<file path="config.mk">
export PLATFORM = sky130hd
export DESIGN_NAME = tcw_ctrl
export DESIGN_NICKNAME = d
export VERILOG_FILES = /design/src/sv/tcw_pkg.sv /design/src/sv/tcw_ctrl.sv
export SDC_FILE = /design/constraint.sdc
export NUM_CORES = 1
export LEC_CHECK = 0
export BUFFER_PORTS_ARGS = -buffer_cell sky130_fd_sc_hd__buf_4
export CAP_MARGIN = 40
export CORE_AREA = 2 2 39 41
export DETAILED_ROUTE_END_ITERATION = 10
export DIE_AREA = 0 0 41 43
export SLEW_MARGIN = 10
export SYNTH_ARGS = -nofsm -noshare
export SYNTH_HDL_FRONTEND = slang
export SYNTH_SLANG_ARGS = --single-unit
</file>
<file path="constraint.sdc">
create_clock -name clk -period 1.45 [get_ports clk]
set_clock_uncertainty 0.1 [all_clocks]
set_input_delay 0.145 -clock clk [delete_from_list [all_inputs] [get_ports clk]]
set_output_delay 0.145 -clock clk [all_outputs]
set_load 0.005 [all_outputs]
</file>
<file path="src/sv/tcw_pkg.sv">
`default_nettype none
// ----------------------------------------------------------------------------
// tcw_pkg: shared types and constants of the text console writer
// Screen geometry, cell codes, item kinds and controller/datapath links.
// ----------------------------------------------------------------------------
package tcw_pkg;

	localparam int COLUMNS = 80;
	localparam int ROWS    = 25;
	localparam int CELLS   = COLUMNS * ROWS;
	localparam int COPY_N  = (ROWS - 1) * COLUMNS;   // cells moved by a scroll

	localparam int ADDR_W = $clog2(CELLS);
	localparam int CUR_W  = $clog2(CELLS + 1);        // cursor may touch CELLS briefly
	localparam int COL_W  = $clog2(COLUMNS);

	// fixed field widths of the item and result
	localparam int CHAR_W   = 8;
	localparam int COLOR_W  = 8;
	localparam int RADDR_W  = 11;
	localparam int CELL_W   = 16;
	localparam int CURSOR_W = 11;
	localparam int KIND_W   = 2;

	localparam logic [CHAR_W-1:0]  NEWLINE_CODE      = 8'h0A;
	localparam logic [CHAR_W-1:0]  SPACE_CODE        = 8'h20;
	localparam logic [COLOR_W-1:0] RESET_BLANK_COLOR = 8'h0F;

	localparam logic REG_BLANK_COLOR = 1'b0;   // register index of blank_color

	typedef enum logic [KIND_W-1:0] {
		KIND_PUT   = 2'd0,
		KIND_CLEAR = 2'd1,
		KIND_READ  = 2'd2
	} kind_t;

	typedef enum logic [2:0] {
		ST_INIT,
		ST_IDLE,
		ST_PUT,
		ST_READ,
		ST_COPY,
		ST_DRAIN,
		ST_FILL,
		ST_DONE
	} state_t;

	typedef struct packed {
		logic load;         // capture the accepted item
		logic clear_start;  // start a clear: cursor home, fill with blank color
		logic put;          // character / newline step
		logic copy_step;    // one cell of the scroll copy
		logic fill_step;    // one cell of a fill sweep
		logic result_load;  // load the output register
	} cmd_t;

	typedef struct packed {
		logic scroll;       // put step runs past the last cell
		logic copy_last;    // sweep index at last copied cell
		logic fill_last;    // sweep index at last cell
	} status_t;

endpackage
`default_nettype wire

</file>
<file path="src/sv/tcw_ctrl.sv">
`default_nettype none
// ----------------------------------------------------------------------------
// tcw_ctrl: sequencer of the text console writer
// Steps each item through put, read, scroll and fill sweeps.
// ----------------------------------------------------------------------------
module tcw_ctrl (
	input  wire                         clk,
	input  wire                         arst_n,
	input  wire                         in_valid,
	input  wire [tcw_pkg::KIND_W-1:0]   in_kind,
	output logic                        in_ready,
	output logic                        out_valid,
	input  wire                         out_ready,
	input  wire tcw_pkg::status_t       status,
	output tcw_pkg::cmd_t               cmd
);

	tcw_pkg::state_t state_q, state_d;
	logic out_valid_q;
	logic accept;
	logic slot_free;

	assign accept    = in_valid && (state_q == tcw_pkg::ST_IDLE);
	assign slot_free = !out_valid_q || out_ready;

	// next state
	always_comb begin
		state_d = state_q;
		unique case (state_q)
			tcw_pkg::ST_INIT: begin
				if (status.fill_last) state_d = tcw_pkg::ST_IDLE;
			end
			tcw_pkg::ST_IDLE: begin
				if (accept) begin
					case (tcw_pkg::kind_t'(in_kind))
						tcw_pkg::KIND_PUT:   state_d = tcw_pkg::ST_PUT;
						tcw_pkg::KIND_CLEAR: state_d = tcw_pkg::ST_FILL;
						tcw_pkg::KIND_READ:  state_d = tcw_pkg::ST_READ;
						default:             state_d = tcw_pkg::ST_DONE;
					endcase
				end
			end
			tcw_pkg::ST_PUT:   state_d = status.scroll ? tcw_pkg::ST_COPY : tcw_pkg::ST_DONE;
			tcw_pkg::ST_READ:  state_d = tcw_pkg::ST_DONE;
			tcw_pkg::ST_COPY: begin
				if (status.copy_last) state_d = tcw_pkg::ST_DRAIN;
			end
			tcw_pkg::ST_DRAIN: state_d = tcw_pkg::ST_FILL;
			tcw_pkg::ST_FILL: begin
				if (status.fill_last) state_d = tcw_pkg::ST_DONE;
			end
			tcw_pkg::ST_DONE: begin
				if (slot_free) state_d = tcw_pkg::ST_IDLE;
			end
			default: state_d = tcw_pkg::ST_IDLE;
		endcase
	end

	// outputs
	always_comb begin
		cmd = '0;
		unique case (state_q)
			tcw_pkg::ST_INIT:  cmd.fill_step = 1'b1;
			tcw_pkg::ST_IDLE: begin
				cmd.load        = accept;
				cmd.clear_start = accept &&
					(tcw_pkg::kind_t'(in_kind) == tcw_pkg::KIND_CLEAR);
			end
			tcw_pkg::ST_PUT:   cmd.put = 1'b1;
			tcw_pkg::ST_COPY:  cmd.copy_step = 1'b1;
			tcw_pkg::ST_FILL:  cmd.fill_step = 1'b1;
			tcw_pkg::ST_DONE:  cmd.result_load = slot_free;
			default: ;
		endcase
	end

	assign in_ready  = (state_q == tcw_pkg::ST_IDLE);
	assign out_valid = out_valid_q;

	always_ff @(posedge clk or negedge arst_n) begin
		if (!arst_n) begin
			state_q     <= tcw_pkg::ST_INIT;
			out_valid_q <= 1'b0;
		end else begin
			state_q <= state_d;
			if (cmd.result_load) begin
				out_valid_q <= 1'b1;
			end else if (out_ready) begin
				out_valid_q <= 1'b0;
			end
		end
	end

endmodule
`default_nettype wire

</file>
==> out/qor.txt <==
Area delta synth->final - 66.01%
Fin. Hold Viols - 0
Final HPWL DP - 557 µm
Crit. End Element - output pin
Post-synth top area share - 31.62%
Most frequent cell after synthesis - inv_1
WP data arrival - 1.20 ns
Sink Count - 4
Setup-failing EPs final - 0
Min Tclk post-route - 1.447 ns
Worst skew pair latency - 0.23 ns
Crit share post-route - 99.79%
Worst min-delay path class - input port to flip-flop
Root buffer cell - clkbuf_4
Syn_area_per_cell - 9.044 µm²
Min Hold Slack - 0.009271 ns
Clock Power Share - 14.1%
Synth async-reset ratio - 100.0%
Sw frac - 37.79%
Logic pwr share - 59.4%
Initial Utilization - 22.88%
Vias in the first global route - 311
Worst path required time - 1.21 ns
Fmax - 691.1 MHz
Total Routing Usage GR - 10.27%
Clock slew at reported path FFs - 0.04 ns
Syn_nets - 44
Synth warn - 0
Final-layout fill cell count - 154
Unique cell type count in the Yosys netlist - 24
Share of layout cells above drive strength 1 - 61.02%
Slew HR - 79.88%
Gate Count Post-Synth - 35
CTS tree - done
Initial drt markers - 3
Post-synth EDFFs - 0
Ranking of synthesized cells by area - dfrtp_1 (32%), buf_6 (7.1%), inv_1 (5.9%)
Vias - 336
# DRC - 0
Worst vdd ir - 0.0008495 V
Actual slew at the worst max-slew pin - 0.2978 ns
Vias per cell - 4.480
Core ar. - 1384 µm²
Final Non-Filler Cells - 75
Storage element area - 103.9 µm²
CTS Buf Count - 3
Final slew viol count - 0
Commonest cells post-synth - inv_1 (5), dfrtp_1 (4)
First-pass GRT wire length - 1186 µm
Primary FF master, synth - dfrtp_1
Antenna Cells - 0
Met2 WL - 354 µm
Largest net degree at the start of global routing - 10
DR pass1 iterations - 4
Leak - 0.2645 nW
Initial antenna violation count - 0
Flop-to-flop setup slack - 0.15 ns
Final wirelength - 748 µm
Met1 wire length - 290 µm
Register share of total power - 26.5%
WL/cell - 9.973 µm
DIE HEIGHT - 43 µm
Pwr dens - 1881 nW/µm²
Worst Path Max Fanout - 4
Die X-Extent - 41 µm
CP Launch Type - flip-flop
Post-Syn Area - 316.6 µm²
GPL Wtd Cong - 0.7674
#FFs+latches synth - 4
Multi-input gate area - 177.7 µm²
Placed Cells - 66
Post-DRT Antenna Nets - 0
Nets - 70
TNS Setup - 0 ns
Maximum root-to-sink buffer count - 2
H-tree depth - 1
Io pins - 17
Sequential area share after synthesis - 31.62%
PortBufs - 16
Fin util - 37.97%
Sw power - 0.3736 mW
Die area - 1763 µm²
Int Pwr - 0.6149 mW
Status - finished, final reports clean
WL met3 - 103 µm
Top Layer Used - met3
Rows - 14
RSZ-0062 raised after global routing - yes
Grt total ovfl - 0
Post-synth top area cell - dfrtp_1
Max Cap Viol - 0
Worst Setup Path Type - flip-flop to output pin
## cells in the final DEF (no fill, tap or decap), drive strengths merged
master	instances
a21oi	3
inv	5
dlygate4sd3	1
and2	1
a211oi	1
clkbuf	3
buf	23
and3	1
xor2	1
o22ai	1
nand3	2
nor3b	1
nor3	1
nor4bb	1
o211ai	1
a21o	1
mux2	1
o21ai	1
nor2	3
and3b	1
nand2	1
a22oi	1
dfrtp	4
## path summary, 6_finish.rpt
path                                           to                   start  cells past startpoint
setup / recovery                           cmd[4]  state_q[1]$_DFFE_PN0P_                      4
setup reg to reg           state_q[0]$_DFFE_PN0P_  state_q[0]$_DFFE_PN0P_                      4
min in group asynchronous  state_q[0]$_DFFE_PN0P_                  arst_n                      2
hold / removal              out_valid$_DFFE_PN0P_               out_ready                      2
max in group asynchronous  state_q[1]$_DFFE_PN0P_                  arst_n                      2
hold reg to reg             out_valid$_DFFE_PN0P_   out_valid$_DFFE_PN0P_                      2
## per-stage QoR
step | area, µm² | total power [mW] | worst slack (ns)
floorplan | 316.6 | 0.5818 | 0.2586
global route | 525.5 | 1.076 | -0.07539
detailed placement | 441.7 | 0.7331 | 0.1130
global placement | 441.7 | 0.7268 | 0.1286
finish | 525.5 | 0.9885 | 0.003071
CTS | 500.5 | 0.9431 | -0.004693
## what timing repair did
item                       4_1_cts  5_1_grt
resized for setup                3        2
setup endpoints to repair        5        5
hold buffers                     1        0
setup buffers                    3        2
hold endpoints to repair         4        0
pin swaps                        3        0
## final cells by class
| cell class | count | area share (%) |
|---|---|---|
| clock buffers | 3 | 4.286 |
| well taps | 16 | 3.810 |
| multi-input cells | 23 | 33.81 |
| repair buffers | 24 | 34.76 |
| flip-flops and latches | 4 | 19.76 |
| inverters | 5 | 3.571 |
## metal layers
layer / global-route usage (%) / up-vias
met5: 0 / -
met3: 8.377 / 0
met2: 14.06 / 19
met4: 2.000 / 0
met1: 12.34 / 150
li1: - / 167
## power groups by stage
| stage | registers (mW) | logic (mW) | clock network [mW] |
|---|---|---|---|
| after floorplan | 0.205 | 0.377 | 0 |
| after global placement | 0.271 | 0.455 | 0 |
| after detailed placement | 0.273 | 0.460 | 0 |
| after CTS | 0.265 | 0.531 | 0.148 |
| after global routing | 0.271 | 0.648 | 0.157 |
| final | 0.262 | 0.587 | 0.139 |
## kinds of logic after synthesis
group,after synthesis,share of synthesized area [%]
xor gates and xnor gates,1,2.767
muxes,1,3.557
and+or+nand+nor,12,26.09
AOI/OAI and AO/OA,9,20.56
buffers and inverters,8,15.42
DFF,4,31.62
## registers in the layout, indices dropped and copies added, names as in the netlist
register,cells
out_valid,1
state_q,3
## worst max-delay path, cell delays in order, from the launching register on
cell and delay (ns):
dfrtp_2 0.43, nor2_4 0.12, and3_4 0.18, and3b_1 0.14, buf_4 0.10
Power figures use the tool's default switching activity.
